File: src/rtl/core/assert_macros.svh
// assertion macros shared by the rtl of the polar converter
// no dependencies; included by the files that carry concurrent checks
`ifndef ASSERT_MACROS_SVH
`define ASSERT_MACROS_SVH

// same-cycle implication, held off while reset is asserted
`define C2P_ASSERT_IMPL(name, clk_sig, rst_sig, pre, post, msg) \
    name: assert property (@(posedge clk_sig) disable iff (!rst_sig) (pre) |-> (post)) \
        else $error(msg);

// next-cycle implication, held off while reset is asserted
`define C2P_ASSERT_NEXT(name, clk_sig, rst_sig, pre, post, msg) \
    name: assert property (@(posedge clk_sig) disable iff (!rst_sig) (pre) |=> (post)) \
        else $error(msg);

`endif

File: src/rtl/core/c2p_pkg.sv
// constants, tables and types of the cartesian to polar converter
// no dependencies; imported by every other file of the block except assert_macros.svh
package c2p_pkg;

    // field widths of the channels
    localparam int DELTA_W = 16;
    localparam int MAG_W   = 16;
    localparam int PHASE_W = 15;

    // bits of each delta field that are used and sign-extended (at most DELTA_W)
    localparam int IN_W            = 16;
    localparam int PHASE_FRAC_BITS = 6;

    // cordic formats: vectors scaled by 2^24, angles in degrees with 24 fraction bits
    localparam int ANG_FRAC     = 24;
    localparam int VEC_SHIFT    = 24;
    localparam int CORDIC_STEPS = 28;
    localparam int VEC_W        = IN_W + VEC_SHIFT + 4;
    localparam int Z_W          = 32;
    localparam int ANG_W        = Z_W + 3;

    // square root datapath
    localparam int SQ_W       = 2 * IN_W;
    localparam int REM_W      = IN_W + 2;
    localparam int SQRT_STEPS = IN_W;

    // pipeline layout
    localparam int FRONT_STAGES = 3;
    localparam int MAP_STAGES   = 3;
    localparam int PIPE_DEPTH   = FRONT_STAGES + CORDIC_STEPS + MAP_STAGES;
    localparam int MAG_DELAY    = CORDIC_STEPS + MAP_STAGES - SQRT_STEPS - 1;

    // phase scaling
    localparam int PHASE_SHIFT = ANG_FRAC - PHASE_FRAC_BITS;
    localparam int P_W         = ANG_W - PHASE_SHIFT;

    localparam logic signed [Z_W-1:0]   ANG_RIGHT = Z_W'(64'sd90 << ANG_FRAC);
    localparam logic signed [ANG_W-1:0] ANG_HALF  = ANG_W'(64'sd180 << ANG_FRAC);
    localparam logic signed [ANG_W-1:0] ANG_FULL  = ANG_W'(64'sd360 << ANG_FRAC);
    localparam logic [ANG_W-1:0]        PHASE_HALF_LSB = ANG_W'(64'd1 << (PHASE_SHIFT - 1));
    localparam logic [P_W-1:0]          PHASE_TURN = P_W'(64'd360 << PHASE_FRAC_BITS);

    // atan(2^-i) in degrees, 24 fraction bits
    localparam logic signed [Z_W-1:0] ATAN_TAB [CORDIC_STEPS] = '{
        754974720, 445687602, 235489089, 119537938, 60000930, 30029717,
        15018523, 7509719, 3754917, 1877466, 938734, 469367,
        234684, 117342, 58671, 29335, 14668, 7334,
        3667, 1833, 917, 458, 229, 115,
        57, 29, 14, 7
    };

    // octant information that rides alongside the cordic
    typedef struct packed {
        logic x_neg;
        logic y_neg;
        logic ax_zero;
        logic ay_zero;
    } quad_t;

    typedef struct packed {
        logic [MAG_W-1:0]   magnitude;
        logic [PHASE_W-1:0] phase;
    } polar_t;

endpackage

File: src/rtl/core/c2p_sqrt.sv
// pipelined digit-by-digit square root with round-half-up, one root bit per stage
// depends on c2p_pkg; output delayed to line up with the cordic phase
module c2p_sqrt
    import c2p_pkg::*;
(
    input  logic            clk,
    input  logic            en,
    input  logic [SQ_W-1:0] sum_sq,
    output logic [IN_W-1:0] mag
);

    logic [SQ_W-1:0]  rad_reg  [SQRT_STEPS];
    logic [IN_W-1:0]  root_reg [SQRT_STEPS];
    logic [REM_W-1:0] rem_reg  [SQRT_STEPS];
    logic [IN_W-1:0]  round_reg;

    for (genvar j = 0; j < SQRT_STEPS; j++)
    begin : g_step
        logic [SQ_W-1:0]  rad_in;
        logic [IN_W-1:0]  root_in;
        logic [REM_W-1:0] rem_in;
        logic [REM_W-1:0] cur;
        logic [REM_W-1:0] trial;

        if (j == 0)
        begin : g_first
            assign rad_in  = sum_sq;
            assign root_in = '0;
            assign rem_in  = '0;
        end
        else
        begin : g_rest
            assign rad_in  = rad_reg[j-1];
            assign root_in = root_reg[j-1];
            assign rem_in  = rem_reg[j-1];
        end

        // remainder never exceeds twice the partial root, so its low bits suffice
        assign cur   = {rem_in[IN_W-1:0], rad_in[SQ_W-1 -: 2]};
        assign trial = {root_in, 2'b01};

        always_ff @(posedge clk)
        begin
            if (en)
            begin
                rad_reg[j] <= rad_in << 2;
                if (cur >= trial)
                begin
                    rem_reg[j]  <= cur - trial;
                    root_reg[j] <= {root_in[IN_W-2:0], 1'b1};
                end
                else
                begin
                    rem_reg[j]  <= cur;
                    root_reg[j] <= {root_in[IN_W-2:0], 1'b0};
                end
            end
        end
    end

    // round up when the radicand lies above root^2 + root
    always_ff @(posedge clk)
    begin
        if (en)
        begin
            round_reg <= root_reg[SQRT_STEPS-1]
                       + IN_W'(rem_reg[SQRT_STEPS-1] > {2'b00, root_reg[SQRT_STEPS-1]});
        end
    end

    if (MAG_DELAY == 0)
    begin : g_nodly
        assign mag = round_reg;
    end
    else
    begin : g_dly
        logic [IN_W-1:0] dly_reg [MAG_DELAY];

        always_ff @(posedge clk)
        begin
            if (en)
            begin
                dly_reg[0] <= round_reg;
                for (int k = 1; k < MAG_DELAY; k++)
                begin
                    dly_reg[k] <= dly_reg[k-1];
                end
            end
        end

        assign mag = dly_reg[MAG_DELAY-1];
    end

endmodule

File: config.mk
export PLATFORM = sky130hd
export DESIGN_NAME = c2p_sqrt
export DESIGN_NICKNAME = d
export VERILOG_FILES = /design/src/rtl/core/assert_macros.svh /design/src/rtl/core/c2p_pkg.sv /design/src/rtl/core/c2p_sqrt.sv
export SDC_FILE = /design/constraint.sdc
export NUM_CORES = 1
export LEC_CHECK = 0
export ABC_AREA = 0
export BUFFER_PORTS_ARGS = -buffer_cell sky130_fd_sc_hd__buf_2
export CELL_PAD_IN_SITES_DETAIL_PLACEMENT = 2
export CELL_PAD_IN_SITES_GLOBAL_PLACEMENT = 2
export CORE_ASPECT_RATIO = 1.2
export CORE_MARGIN = 10
export CORE_UTILIZATION = 35
export CTS_CLUSTER_DIAMETER = 200
export CTS_CLUSTER_SIZE = 24
export DETAILED_ROUTE_END_ITERATION = 8
export HOLD_SLACK_MARGIN = 0.12
export PLACE_DENSITY = 0.63
export SLEW_MARGIN = 30
export SYNTH_ARGS = -nofsm -noshare
export SYNTH_HDL_FRONTEND = slang
export SYNTH_SLANG_ARGS = --single-unit
File: constraint.sdc
create_clock -name clk -period 3.1 [get_ports clk]
set_input_delay 0.155 -clock clk [delete_from_list [all_inputs] [get_ports clk]]
set_output_delay 0.155 -clock clk [all_outputs]
set_load 0.01 [all_outputs]
==> run_summary.xml, run 1 <==
<?xml version="1.0" encoding="UTF-8"?>
<metrics>
  <group name="place">
    <metric name="placed_area" unit="sq um">39200</metric>
    <metric name="post-dp-hpwl" unit="mm">60.6</metric>
    <metric name="finalWeightedCongestion" unit="">0.810</metric>
    <metric name="numPortBuffers" unit="">49</metric>
  </group>
  <group name="synth">
    <metric name="total_standard_cell_area_after_synthesis" unit="sq um">37000</metric>
    <metric name="synth_flop_cell" unit="">sky130_fd_sc_hd__edfxtp_1</metric>
    <metric name="syn_inst" unit="">2551</metric>
    <metric name="synth.ff_latch_count" unit="">858</metric>
    <metric name="syn_nets" unit="">2758</metric>
    <metric name="synth_enable_flop_cells" unit="">857</metric>
    <metric name="seq_area_frac_synth" unit="%">69.7</metric>
    <metric name="synth.avg_cell_area" unit="sq um">14.5</metric>
    <metric name="yosysWarnings" unit="">0</metric>
    <metric name="postSynth.asyncResetShare" unit="%">0</metric>
    <metric name="synth_cell_type_count" unit="">83</metric>
  </group>
  <group name="clock_tree">
    <metric name="cts.reportedPaths.clkPinSlew" unit="ns">0.11</metric>
    <metric name="worst_skew_pair.late_latency" unit="ns">0.64</metric>
    <metric name="root_buffer" unit="">sky130_fd_sc_hd__clkbuf_16</metric>
    <metric name="htreeDepth" unit="">2</metric>
    <metric name="tritoncts" unit="">built</metric>
    <metric name="cts_inserted_buffers" unit="">41</metric>
    <metric name="cts.sink_count" unit="">858</metric>
    <metric name="cts.path.max_buffers" unit="">3</metric>
  </group>
  <group name="run">
    <metric name="max_cap_viol_count" unit="">0</metric>
  </group>
  <group name="hold_path">
    <metric name="worst_hold_startpoint" unit="">sum_sq[20]</metric>
    <metric name="worstHoldEndpoint" unit="">rad_reg[0][20]</metric>
    <metric name="worstHoldPathType" unit="">in2reg</metric>
    <metric name="holdPathStages" unit="">2</metric>
  </group>
  <group name="global_routing">
    <metric name="antenna_found_initial" unit="">0</metric>
    <metric name="first_global_vias" unit="">23200</metric>
    <metric name="grt_start_max_net_pins" unit="">141</metric>
    <metric name="grt.overflow.total" unit="">0</metric>
    <metric name="grt_first_pass_wirelength" unit="mm">131</metric>
    <metric name="gr-usage-all-layers" unit="%">13.9</metric>
  </group>
  <group name="layout">
    <metric name="commonest_cells_after_routing_fill_and_taps_aside" unit="">sky130_fd_sc_hd__edfxtp_1 (857), sky130_fd_sc_hd__inv_1 (212), sky130_fd_sc_hd__ha_1 (171)</metric>
    <metric name="layout_commonest_cell" unit="">sky130_fd_sc_hd__edfxtp_1</metric>
    <metric name="drive_above_1_share" unit="%">9.83</metric>
    <metric name="layout.nets" unit="">2882</metric>
    <metric name="antennaDiodeCount" unit="">0</metric>
    <metric name="design_area" unit="sq um">40800</metric>
    <metric name="layout_overhead_on_the_synthesized_area" unit="%">10.2</metric>
    <metric name="largest_reg_flops" unit="">242</metric>
  </group>
  <group name="setup_path">
    <metric name="timing.reg2reg.setup_slack" unit="ns">0.15</metric>
    <metric name="cpLargestDelayFamily" unit="">compound AO/OA/AOI/OAI gates</metric>
    <metric name="r2r.worst_path.cells" unit="">11</metric>
    <metric name="crit_slowest_cell" unit="">sky130_fd_sc_hd__o41a_1</metric>
    <metric name="slowest_delay" unit="ns">0.41</metric>
    <metric name="cp.arrival" unit="ns">3.33</metric>
    <metric name="path_cells" unit="">inv_1, ha_1, nand4_1, a211oi_1, buf_4, o41a_1, o41a_4, o21ai_4, inv_2, o31a_1, a22o_1</metric>
    <metric name="worstReg2RegEnd" unit="">rem_reg[1][142]</metric>
    <metric name="crit_required" unit="ns">3.48</metric>
    <metric name="timing.critical_path.to_type" unit="">register</metric>
    <metric name="critPathKind" unit="">reg2reg</metric>
    <metric name="startpoint_of_the_worst_slack_reg_to_reg_timing_path" unit="">root_reg[1][99]</metric>
    <metric name="critPathBufInv" unit="">3</metric>
    <metric name="critPathLaunchType" unit="">register</metric>
    <metric name="critPathMaxFanout" unit="">14</metric>
  </group>
  <group name="sta">
    <metric name="post_route_minimum_period" unit="ns">2.95</metric>
    <metric name="whs" unit="ns">0.223</metric>
    <metric name="timing.fmax" unit="MHz">339</metric>
    <metric name="report.final.setup_viol" unit="">0</metric>
    <metric name="report.final.slew_viol_count" unit="">0</metric>
    <metric name="slew_headroom" unit="%">46.5</metric>
    <metric name="final.setup.tns" unit="ns">0</metric>
    <metric name="skew" unit="ns">0.0384</metric>
    <metric name="worst_slew_pin_slew" unit="ns">0.802</metric>
    <metric name="timing_hold_violations_final" unit="">0</metric>
    <metric name="min_period_over_period" unit="%">95.1</metric>
    <metric name="unrepaired_setup_endpoints_after_global_routing" unit="">yes</metric>
  </group>
  <group name="die">
    <metric name="design.die.area" unit="sq um">119000</metric>
    <metric name="core_region_area" unit="sq um">105000</metric>
    <metric name="start_util" unit="%">35.3</metric>
    <metric name="design.portCount" unit="">50</metric>
    <metric name="die_y" unit="um">376</metric>
    <metric name="rows" unit="">130</metric>
    <metric name="die_w" unit="um">317</metric>
  </group>
  <group name="power">
    <metric name="leakagePower" unit="uW">0.0151</metric>
    <metric name="worst_vdd_drop" unit="mV">0.463</metric>
    <metric name="p_per_area" unit="nW/um^2">647</metric>
    <metric name="power" unit="uW">26400</metric>
  </group>
  <group name="route">
    <metric name="antenna_left" unit="">0</metric>
    <metric name="vias" unit="">20200</metric>
    <metric name="post_drt_wl_per_cell" unit="um">20.1</metric>
    <metric name="drt-pass1-iter-count" unit="">4</metric>
    <metric name="via_per_inst" unit="">4.95</metric>
    <metric name="drt-initial-drc-count" unit="">1023</metric>
    <metric name="finalWirelength" unit="mm">81.7</metric>
    <metric name="drcViolationCount" unit="">0</metric>
  </group>
  <group name="status">
    <metric name="run_status" unit="">finished clean</metric>
  </group>
</metrics>
[Yosys cell counts (5+ instances only)]
cell / instances / area, sq um
sky130_fd_sc_hd__a2111oi_0: 5 / 43.8
sky130_fd_sc_hd__a211oi_1: 11 / 82.6
sky130_fd_sc_hd__a21o_1: 31 / 233
sky130_fd_sc_hd__a21oi_1: 112 / 561
sky130_fd_sc_hd__a31o_2: 6 / 52.6
sky130_fd_sc_hd__a31oi_1: 9 / 56.3
sky130_fd_sc_hd__and2_1: 14 / 87.6
sky130_fd_sc_hd__and3_1: 7 / 43.8
sky130_fd_sc_hd__and4_1: 6 / 52.6
sky130_fd_sc_hd__buf_2: 7 / 35.0
sky130_fd_sc_hd__buf_4: 18 / 135
sky130_fd_sc_hd__clkbuf_1: 43 / 161
sky130_fd_sc_hd__edfxtp_1: 857 / 25700
sky130_fd_sc_hd__ha_1: 173 / 2160
sky130_fd_sc_hd__inv_1: 212 / 796
sky130_fd_sc_hd__mux2_2: 45 / 507
sky130_fd_sc_hd__mux2i_1: 11 / 110
sky130_fd_sc_hd__nand2_1: 127 / 477
sky130_fd_sc_hd__nand2b_1: 18 / 113
sky130_fd_sc_hd__nand3_1: 41 / 205
sky130_fd_sc_hd__nand3b_1: 6 / 45.0
sky130_fd_sc_hd__nand4_1: 25 / 156
sky130_fd_sc_hd__nand4b_1: 6 / 52.6
sky130_fd_sc_hd__nor2_1: 147 / 552
sky130_fd_sc_hd__nor2b_1: 29 / 181
sky130_fd_sc_hd__nor3_1: 50 / 250
sky130_fd_sc_hd__nor3b_1: 6 / 45.0
sky130_fd_sc_hd__nor4_1: 20 / 125
sky130_fd_sc_hd__nor4b_1: 6 / 52.6
sky130_fd_sc_hd__o211ai_1: 11 / 82.6
sky130_fd_sc_hd__o21a_1: 46 / 345
sky130_fd_sc_hd__o21ai_0: 117 / 586
sky130_fd_sc_hd__o21bai_1: 10 / 75.1
sky130_fd_sc_hd__o31ai_1: 14 / 105
sky130_fd_sc_hd__o41ai_1: 6 / 52.6
sky130_fd_sc_hd__or2_2: 11 / 68.8
sky130_fd_sc_hd__or3_1: 22 / 138
sky130_fd_sc_hd__or4_1: 11 / 82.6
sky130_fd_sc_hd__or4b_2: 6 / 60.1
sky130_fd_sc_hd__xnor2_1: 90 / 788
sky130_fd_sc_hd__xor2_1: 84 / 736
[routing by layer]
metal	track usage, %	up-vias	share of wire, %
li1	-	9640	-
met1	14.7	10200	38
met2	27.5	178	57
met3	1.57	126	2.1
met4	4.83	0	3.6
met5	0	-	0
[worst register-to-register path, delay by kind of cell (launching register included)]
family,cells,cell delay [ns]
AOI/OAI and AO/OA,6,1.42
adders and majority gates,1,0.39
buffers and inverters,3,0.38
DFF,1,0.37
and+or+nand+nor,1,0.15
[worst max path at each step]
stage	start	to	slack (ns)	depth (start not counted)
CTS	root_reg[1][0]	rem_reg[1][26]	0.009	10
floorplan	rem_reg[1][111]	rem_reg[1][135]	0.43	9
finish	root_reg[1][99]	rem_reg[1][142]	0.15	11
global placement	root_reg[1][123]	round_reg[9]	0.07	12
detailed placement	root_reg[1][123]	round_reg[9]	-0.01	12
global route	root_reg[1][113]	round_reg[15]	-0.06	14
[cell type report]
type,count,area (sq um)
Clock inverter,3,45.0
Sequential cell,858,25800
Inverter,216,811
Fill cell,10400,64000
Tap cell,1386,1730
Clock buffer,52,1090
Timing Repair Buffer,152,1230
Multi-Input combinational cell,1406,10100
[stage by stage]
| stage | instances | setup slack (ns) | utilization, % |
|---|---|---|---|
| 6_report | 4073 | 0.151 | 38.9 |
| 5_1_grt | 4073 | -0.0607 | 38.9 |
| 4_1_cts | 4071 | 0.00874 | 38.8 |
| 3_5_place_dp | 3982 | -0.0108 | 37.4 |
| 3_3_place_gp | 3982 | 0.0727 | 37.4 |
| 2_1_floorplan | 2551 | 0.433 | - |
[cells by family (layout without fill, tap and decap cells)]
family          Yosys count  after routing  synth area share (%)
compound gates          430            430                  7.46
xor+xnor                175            175                  4.17
fa+ha+maj               173            173                  5.85
buf+inv                 287            423                  3.18
flops                   858            858                  69.7
mux                      60             60                  1.83
simple gates            568            568                  7.86
[timing repair]
| action | 4_1_cts | 5_1_grt |
|---|---|---|
| buffers inserted | 0 | 1 |
| pin swaps | 0 | 1 |
| setup endpoints to repair | 1 | 18 |
| hold buffers | 34 | 0 |
| resized for setup | 1 | 12 |
| hold endpoints to repair | 66 | 0 |
[where the power goes]
part	switching (uW)	leakage [uW]	internal, uW
Sequential	732	0.00829	14400
Combinational	2940	0.00625	2270
Clock	3560	0.000550	2510
Total	7240	0.0151	19100
(Power assumes the default switching activity.)
==> run 2: changes to the inputs <==
--- a/config.mk
+++ b/config.mk
@@ -10,7 +10,7 @@
 export CELL_PAD_IN_SITES_DETAIL_PLACEMENT = 2
 export CELL_PAD_IN_SITES_GLOBAL_PLACEMENT = 2
 export CORE_ASPECT_RATIO = 1.2
-export CORE_MARGIN = 10
+export CORE_MARGIN = 8
 export CORE_UTILIZATION = 35
 export CTS_CLUSTER_DIAMETER = 200
 export CTS_CLUSTER_SIZE = 24
==> constraint.sdc (replaced) <==
create_clock -name clk -period 3.1 [get_ports clk]
set_input_delay 0.31 -clock clk [delete_from_list [all_inputs] [get_ports clk]]
set_output_delay 0.31 -clock clk [all_outputs]
set_load 0.01 [all_outputs]
==> run 2 against run 1 <==
Compared with the run above: routed wire length down 0.88%; cell area about the same; fmax down 1.2%; clock skew up 0.013 ns; critical path depth up 3; clock-buffer cell count down 1; utilization about the same; clock power about the same; non-clock buffer count up 4; global-route usage down 0.087 points; largest power group unchanged; highest routed layer unchanged.
==> run_summary.xml, run 2 (synthesis results as in run 1) <==
<?xml version="1.0" encoding="UTF-8"?>
<metrics>
  <group name="setup_path">
    <metric name="r2r.worst_path.cells" unit="">14</metric>
    <metric name="timing.critical_path.to_type" unit="">register</metric>
    <metric name="timing.reg2reg.setup_slack" unit="ns">0.12</metric>
    <metric name="critPathLaunchType" unit="">register</metric>
    <metric name="crit_required" unit="ns">3.49</metric>
    <metric name="critPathMaxFanout" unit="">4</metric>
    <metric name="critPathKind" unit="">reg2reg</metric>
    <metric name="cp.arrival" unit="ns">3.38</metric>
    <metric name="crit_slowest_cell" unit="">sky130_fd_sc_hd__edfxtp_1</metric>
    <metric name="slowest_delay" unit="ns">0.37</metric>
    <metric name="path_cells" unit="">inv_1, ha_1, nor2b_1, o21a_1, o21a_1, o211ai_1, a21oi_1, o211ai_1, a21oi_2, ha_2, ha_2, nand2_2, or3_1, xnor2_1</metric>
    <metric name="critPathBufInv" unit="">1</metric>
    <metric name="startpoint_of_the_worst_slack_reg_to_reg_timing_path" unit="">root_reg[1][113]</metric>
    <metric name="cpLargestDelayFamily" unit="">compound AO/OA/AOI/OAI gates</metric>
    <metric name="worstReg2RegEnd" unit="">round_reg[10]</metric>
  </group>
  <group name="die">
    <metric name="start_util" unit="%">35.3</metric>
    <metric name="design.portCount" unit="">50</metric>
    <metric name="die_y" unit="um">372</metric>
    <metric name="design.die.area" unit="sq um">116000</metric>
    <metric name="core_region_area" unit="sq um">105000</metric>
    <metric name="rows" unit="">130</metric>
    <metric name="die_w" unit="um">313</metric>
  </group>
  <group name="route">
    <metric name="via_per_inst" unit="">4.95</metric>
    <metric name="antenna_left" unit="">0</metric>
    <metric name="drcViolationCount" unit="">0</metric>
    <metric name="drt-pass1-iter-count" unit="">4</metric>
    <metric name="drt-initial-drc-count" unit="">812</metric>
    <metric name="post_drt_wl_per_cell" unit="um">19.9</metric>
    <metric name="vias" unit="">20200</metric>
    <metric name="finalWirelength" unit="mm">81.0</metric>
  </group>
  <group name="clock_tree">
    <metric name="root_buffer" unit="">sky130_fd_sc_hd__clkbuf_16</metric>
    <metric name="worst_skew_pair.late_latency" unit="ns">0.65</metric>
    <metric name="cts_inserted_buffers" unit="">41</metric>
    <metric name="cts.sink_count" unit="">858</metric>
    <metric name="cts.reportedPaths.clkPinSlew" unit="ns">0.09</metric>
    <metric name="tritoncts" unit="">built</metric>
    <metric name="htreeDepth" unit="">2</metric>
    <metric name="cts.path.max_buffers" unit="">3</metric>
  </group>
  <group name="sta">
    <metric name="post_route_minimum_period" unit="ns">2.98</metric>
    <metric name="min_period_over_period" unit="%">96.2</metric>
    <metric name="skew" unit="ns">0.0512</metric>
    <metric name="final.setup.tns" unit="ns">0</metric>
    <metric name="timing.fmax" unit="MHz">335</metric>
    <metric name="unrepaired_setup_endpoints_after_global_routing" unit="">yes</metric>
    <metric name="slew_headroom" unit="%">46.6</metric>
    <metric name="worst_slew_pin_slew" unit="ns">0.800</metric>
    <metric name="report.final.slew_viol_count" unit="">0</metric>
    <metric name="report.final.setup_viol" unit="">0</metric>
    <metric name="timing_hold_violations_final" unit="">0</metric>
  </group>
  <group name="layout">
    <metric name="commonest_cells_after_routing_fill_and_taps_aside" unit="">sky130_fd_sc_hd__edfxtp_1 (857), sky130_fd_sc_hd__inv_1 (212), sky130_fd_sc_hd__ha_1 (171)</metric>
    <metric name="layout_overhead_on_the_synthesized_area" unit="%">10.3</metric>
    <metric name="final_core_utilization" unit="%">38.9</metric>
    <metric name="design_area" unit="sq um">40800</metric>
    <metric name="largest_reg_flops" unit="">242</metric>
    <metric name="layout_commonest_cell" unit="">sky130_fd_sc_hd__edfxtp_1</metric>
    <metric name="drive_above_1_share" unit="%">9.81</metric>
    <metric name="layout.nets" unit="">2886</metric>
    <metric name="antennaDiodeCount" unit="">0</metric>
    <metric name="instances_no_fill" unit="">4076</metric>
    <metric name="fillerInstances" unit="">10500</metric>
  </group>
  <group name="hold_path">
    <metric name="worst_hold_startpoint" unit="">sum_sq[2]</metric>
    <metric name="worstHoldPathType" unit="">in2reg</metric>
    <metric name="holdPathStages" unit="">2</metric>
    <metric name="worstHoldEndpoint" unit="">rad_reg[0][2]</metric>
  </group>
  <group name="power">
    <metric name="worst_vdd_drop" unit="mV">0.609</metric>
    <metric name="power" unit="uW">26300</metric>
    <metric name="p_per_area" unit="nW/um^2">645</metric>
    <metric name="leakagePower" unit="uW">0.0151</metric>
  </group>
  <group name="global_routing">
    <metric name="first_global_vias" unit="">22900</metric>
    <metric name="grt.overflow.total" unit="">0</metric>
    <metric name="grt_first_pass_wirelength" unit="mm">128</metric>
    <metric name="antenna_found_initial" unit="">1</metric>
    <metric name="gr-max-usage-layer" unit="">met2</metric>
    <metric name="grt_util_met2" unit="%">28.3</metric>
    <metric name="globalRouteMet3Util" unit="%">1.90</metric>
    <metric name="gr-usage-all-layers" unit="%">13.8</metric>
    <metric name="grt_start_max_net_pins" unit="">196</metric>
    <metric name="gr_met1_demand_resource" unit="%">14.0</metric>
  </group>
  <group name="place">
    <metric name="numPortBuffers" unit="">49</metric>
    <metric name="placed_cells_incl_taps" unit="">3985</metric>
    <metric name="post-dp-hpwl" unit="mm">59.9</metric>
    <metric name="placed_area" unit="sq um">39200</metric>
    <metric name="finalWeightedCongestion" unit="">0.795</metric>
  </group>
  <group name="status">
    <metric name="run_status" unit="">finished clean</metric>
  </group>
  <group name="run">
    <metric name="max_cap_viol_count" unit="">0</metric>
  </group>
</metrics>
[run 2: changes by cell type in the layout (fill, tap and decap cells not counted), moves of 2 or more]
cell,previous run,this run
sky130_fd_sc_hd__buf_16,0,2
sky130_fd_sc_hd__buf_12,9,7
sky130_fd_sc_hd__a21oi_2,0,2
sky130_fd_sc_hd__buf_4,59,64
sky130_fd_sc_hd__inv_4,0,2
sky130_fd_sc_hd__inv_2,4,2
sky130_fd_sc_hd__a21oi_1,112,110
sky130_fd_sc_hd__xnor2_1,88,90
sky130_fd_sc_hd__xnor2_2,3,1
[run 2: worst max-delay path by stage]
stage | startpoint | slack, ns | end | cells after the start
detailed placement | root_reg[1][114] | 0.02 | round_reg[10] | 13
CTS | root_reg[1][114] | 0.007 | round_reg[10] | 13
global route | root_reg[1][113] | -0.06 | round_reg[10] | 14
finish | root_reg[1][113] | 0.12 | round_reg[10] | 14
global placement | root_reg[1][113] | 0.15 | round_reg[10] | 14
floorplan | rem_reg[1][111] | 0.43 | rem_reg[1][135] | 9
[run 2: per-stage QoR]
step                hold WS [ns]  setup WS [ns]
floorplan                  0.400          0.433
detailed placement         0.405         0.0198
global placement           0.401          0.154
global route               0.311        -0.0588
CTS                        0.293        0.00737
finish                     0.375          0.116
[run 2: what timing repair did]
item | in CTS | in global routing
setup endpoints to repair | 0 | 10
hold buffers | 34 | 0
endpoints found under the hold margin | 37 | 0
resized for setup | 0 | 12
buffers inserted | 0 | 1
[run 2: report_power, final]
part / switching, uW / leakage [uW] / internal [uW]
clock network: 3550 / 0.000548 / 2500
registers: 721 / 0.00829 / 14400
logic: 2920 / 0.00626 / 2260
total: 7190 / 0.0151 / 19100
[run 2: cell type report]
class	instances	area, sq um	area share, %
clock buffers	51	1080	2.66
inverters	216	816	2.00
repair buffers	156	1270	3.12
clock inverters	3	47.5	0.117
flip-flops and latches	858	25800	63.2
well taps	1386	1730	4.25
multi-input cells	1406	10100	24.7
[run 2: metal layers]
metal / up-vias / wire length (um)
met5: - / 0
met4: 0 / 2830
met3: 121 / 1760
met2: 180 / 46600
met1: 10200 / 29800
li1: 9653 / -
==> run 3: changes to the inputs <==
--- a/config.mk
+++ b/config.mk
@@ -12,6 +12,7 @@
 export CORE_ASPECT_RATIO = 1.2
 export CORE_MARGIN = 8
 export CORE_UTILIZATION = 35
+export CTS_BUF_LIST = sky130_fd_sc_hd__clkbuf_4 sky130_fd_sc_hd__clkbuf_8 sky130_fd_sc_hd__clkbuf_16
 export CTS_CLUSTER_DIAMETER = 200
 export CTS_CLUSTER_SIZE = 24
 export DETAILED_ROUTE_END_ITERATION = 8
==> run 3 against run 2 <==
Compared with the run above: hold slack hardly changed; via count hardly changed; flip-flop and latch count stayed put; clock power is 1% higher.
==> run_summary.xml, run 3 (synthesis results as in run 1) <==
<?xml version="1.0" encoding="UTF-8"?>
<metrics>
  <group name="setup_path">
    <metric name="cp.arrival" unit="ns">3.38</metric>
    <metric name="critPathLaunchType" unit="">register</metric>
    <metric name="crit_required" unit="ns">3.49</metric>
    <metric name="critPathMaxFanout" unit="">4</metric>
    <metric name="critPathKind" unit="">reg2reg</metric>
    <metric name="timing.critical_path.to_type" unit="">register</metric>
  </group>
  <group name="sta">
    <metric name="worst_slew_pin_slew" unit="ns">0.799</metric>
    <metric name="unrepaired_setup_endpoints_after_global_routing" unit="">yes</metric>
    <metric name="timing.fmax" unit="MHz">335</metric>
    <metric name="final.setup.tns" unit="ns">0</metric>
    <metric name="post_route_minimum_period" unit="ns">2.99</metric>
    <metric name="skew" unit="ns">0.0512</metric>
    <metric name="min_period_over_period" unit="%">96.3</metric>
    <metric name="timing_hold_violations_final" unit="">0</metric>
    <metric name="report.final.setup_viol" unit="">0</metric>
    <metric name="report.final.slew_viol_count" unit="">0</metric>
    <metric name="whs" unit="ns">0.375</metric>
    <metric name="slew_headroom" unit="%">46.7</metric>
  </group>
  <group name="layout">
    <metric name="commonest_cells_after_routing_fill_and_taps_aside" unit="">sky130_fd_sc_hd__edfxtp_1 (857), sky130_fd_sc_hd__inv_1 (212), sky130_fd_sc_hd__ha_1 (171)</metric>
    <metric name="layout_overhead_on_the_synthesized_area" unit="%">10.4</metric>
    <metric name="antennaDiodeCount" unit="">0</metric>
    <metric name="layout_commonest_cell" unit="">sky130_fd_sc_hd__edfxtp_1</metric>
    <metric name="instances_no_fill" unit="">4076</metric>
    <metric name="largest_reg_flops" unit="">242</metric>
    <metric name="layout.nets" unit="">2886</metric>
    <metric name="drive_above_1_share" unit="%">10.1</metric>
  </group>
  <group name="status">
    <metric name="run_status" unit="">finished clean</metric>
  </group>
  <group name="clock_tree">
    <metric name="tritoncts" unit="">built</metric>
    <metric name="htreeDepth" unit="">2</metric>
    <metric name="cts.reportedPaths.clkPinSlew" unit="ns">0.09</metric>
    <metric name="cts.path.max_buffers" unit="">3</metric>
    <metric name="cts_inserted_buffers" unit="">41</metric>
    <metric name="worst_skew_pair.late_latency" unit="ns">0.65</metric>
    <metric name="cts.sink_count" unit="">858</metric>
    <metric name="root_buffer" unit="">sky130_fd_sc_hd__clkbuf_16</metric>
  </group>
  <group name="die">
    <metric name="start_util" unit="%">35.3</metric>
    <metric name="die_y" unit="um">372</metric>
    <metric name="design.portCount" unit="">50</metric>
    <metric name="design.die.area" unit="sq um">116000</metric>
    <metric name="rows" unit="">130</metric>
    <metric name="die_w" unit="um">313</metric>
    <metric name="core_region_area" unit="sq um">105000</metric>
  </group>
  <group name="route">
    <metric name="antenna_left" unit="">0</metric>
    <metric name="drt-pass1-iter-count" unit="">4</metric>
    <metric name="finalWirelength" unit="mm">81.0</metric>
    <metric name="via_per_inst" unit="">4.95</metric>
    <metric name="post_drt_wl_per_cell" unit="um">19.9</metric>
    <metric name="drt-initial-drc-count" unit="">839</metric>
    <metric name="drcViolationCount" unit="">0</metric>
    <metric name="vias" unit="">20200</metric>
  </group>
  <group name="global_routing">
    <metric name="grt.overflow.total" unit="">0</metric>
    <metric name="grt_first_pass_wirelength" unit="mm">128</metric>
    <metric name="gr-usage-all-layers" unit="%">13.8</metric>
    <metric name="first_global_vias" unit="">22900</metric>
    <metric name="antenna_found_initial" unit="">1</metric>
    <metric name="grt_start_max_net_pins" unit="">196</metric>
  </group>
  <group name="power">
    <metric name="p_per_area" unit="nW/um^2">647</metric>
    <metric name="worst_vdd_drop" unit="mV">0.510</metric>
    <metric name="power" unit="uW">26400</metric>
    <metric name="leakagePower" unit="uW">0.0151</metric>
  </group>
  <group name="place">
    <metric name="finalWeightedCongestion" unit="">0.795</metric>
    <metric name="placed_cells_incl_taps" unit="">3985</metric>
    <metric name="numPortBuffers" unit="">49</metric>
    <metric name="post-dp-hpwl" unit="mm">59.9</metric>
  </group>
  <group name="hold_path">
    <metric name="worstHoldPathType" unit="">in2reg</metric>
  </group>
  <group name="run">
    <metric name="max_cap_viol_count" unit="">0</metric>
  </group>
</metrics>
## run 3: cell types whose count changed in the layout (fill, tap and decap cells not counted)
cell / change
sky130_fd_sc_hd__clkbuf_4: +9
sky130_fd_sc_hd__clkbuf_1: -9
## run 3: metrics by stage
| step | setup WS [ns] | util [%] | area (sq um) |
|---|---|---|---|
| after detailed placement | 0.0198 | 37.4 | 39200 |
| final | 0.113 | 39.0 | 40800 |
| after floorplan | 0.433 | - | 37000 |
| after CTS | 0.00737 | 38.9 | 40700 |
| after global routing | -0.0588 | 39.0 | 40800 |
| after global placement | 0.154 | 37.4 | 39200 |
## run 3: metal layers
layer	part of all wire (%)	GRT usage [%]
met3	2.1	1.88
met2	58	28.3
met4	3.5	4.70
met1	37	14.0
met5	0	0
## run 3: final timing paths
kind,from,endpoint,slack [ns],cells after the start
worst min-delay path,sum_sq[2],rad_reg[0][2],0.37,2
worst max-delay path,root_reg[1][113],round_reg[10],0.11,14
worst max register to register,root_reg[1][113],round_reg[10],0.11,14
worst min register to register,g_dly.dly_reg[0][97],g_dly.dly_reg[0][113],0.38,0
## run 3: what timing repair did
item,4_1_cts,5_1_grt
gates resized for setup,0,12
setup buffers,0,1
hold buffers,34,0
setup endpoints to repair,0,10
hold endpoints to repair,37,0
## run 3: final cells by class
cell class / instances / area, sq um
Inverter: 216 / 816
Clock buffer: 51 / 1120
Multi-Input combinational cell: 1406 / 10100
Sequential cell: 858 / 25800
Fill cell: 10500 / 63900
Timing Repair Buffer: 156 / 1270
Tap cell: 1386 / 1730
Clock inverter: 3 / 47.5
## run 3: power by group
group / internal, uW / leakage (uW) / switching (uW)
clock: 2580 / 0.000579 / 3550
combinational: 2260 / 0.00626 / 2920
sequential: 14400 / 0.00829 / 723
## run 3: critical path: stages (launching register included)
cell	delay (ns)
sky130_fd_sc_hd__edfxtp_1	0.37
sky130_fd_sc_hd__inv_1	0.06
sky130_fd_sc_hd__ha_1	0.28
sky130_fd_sc_hd__nor2b_1	0.13
sky130_fd_sc_hd__o21a_1	0.12
sky130_fd_sc_hd__o21a_1	0.11
sky130_fd_sc_hd__o211ai_1	0.08
sky130_fd_sc_hd__a21oi_1	0.18
sky130_fd_sc_hd__o211ai_1	0.14
sky130_fd_sc_hd__a21oi_2	0.19
sky130_fd_sc_hd__ha_2	0.24
sky130_fd_sc_hd__ha_2	0.22
sky130_fd_sc_hd__nand2_2	0.10
sky130_fd_sc_hd__or3_1	0.36
sky130_fd_sc_hd__xnor2_1	0.15
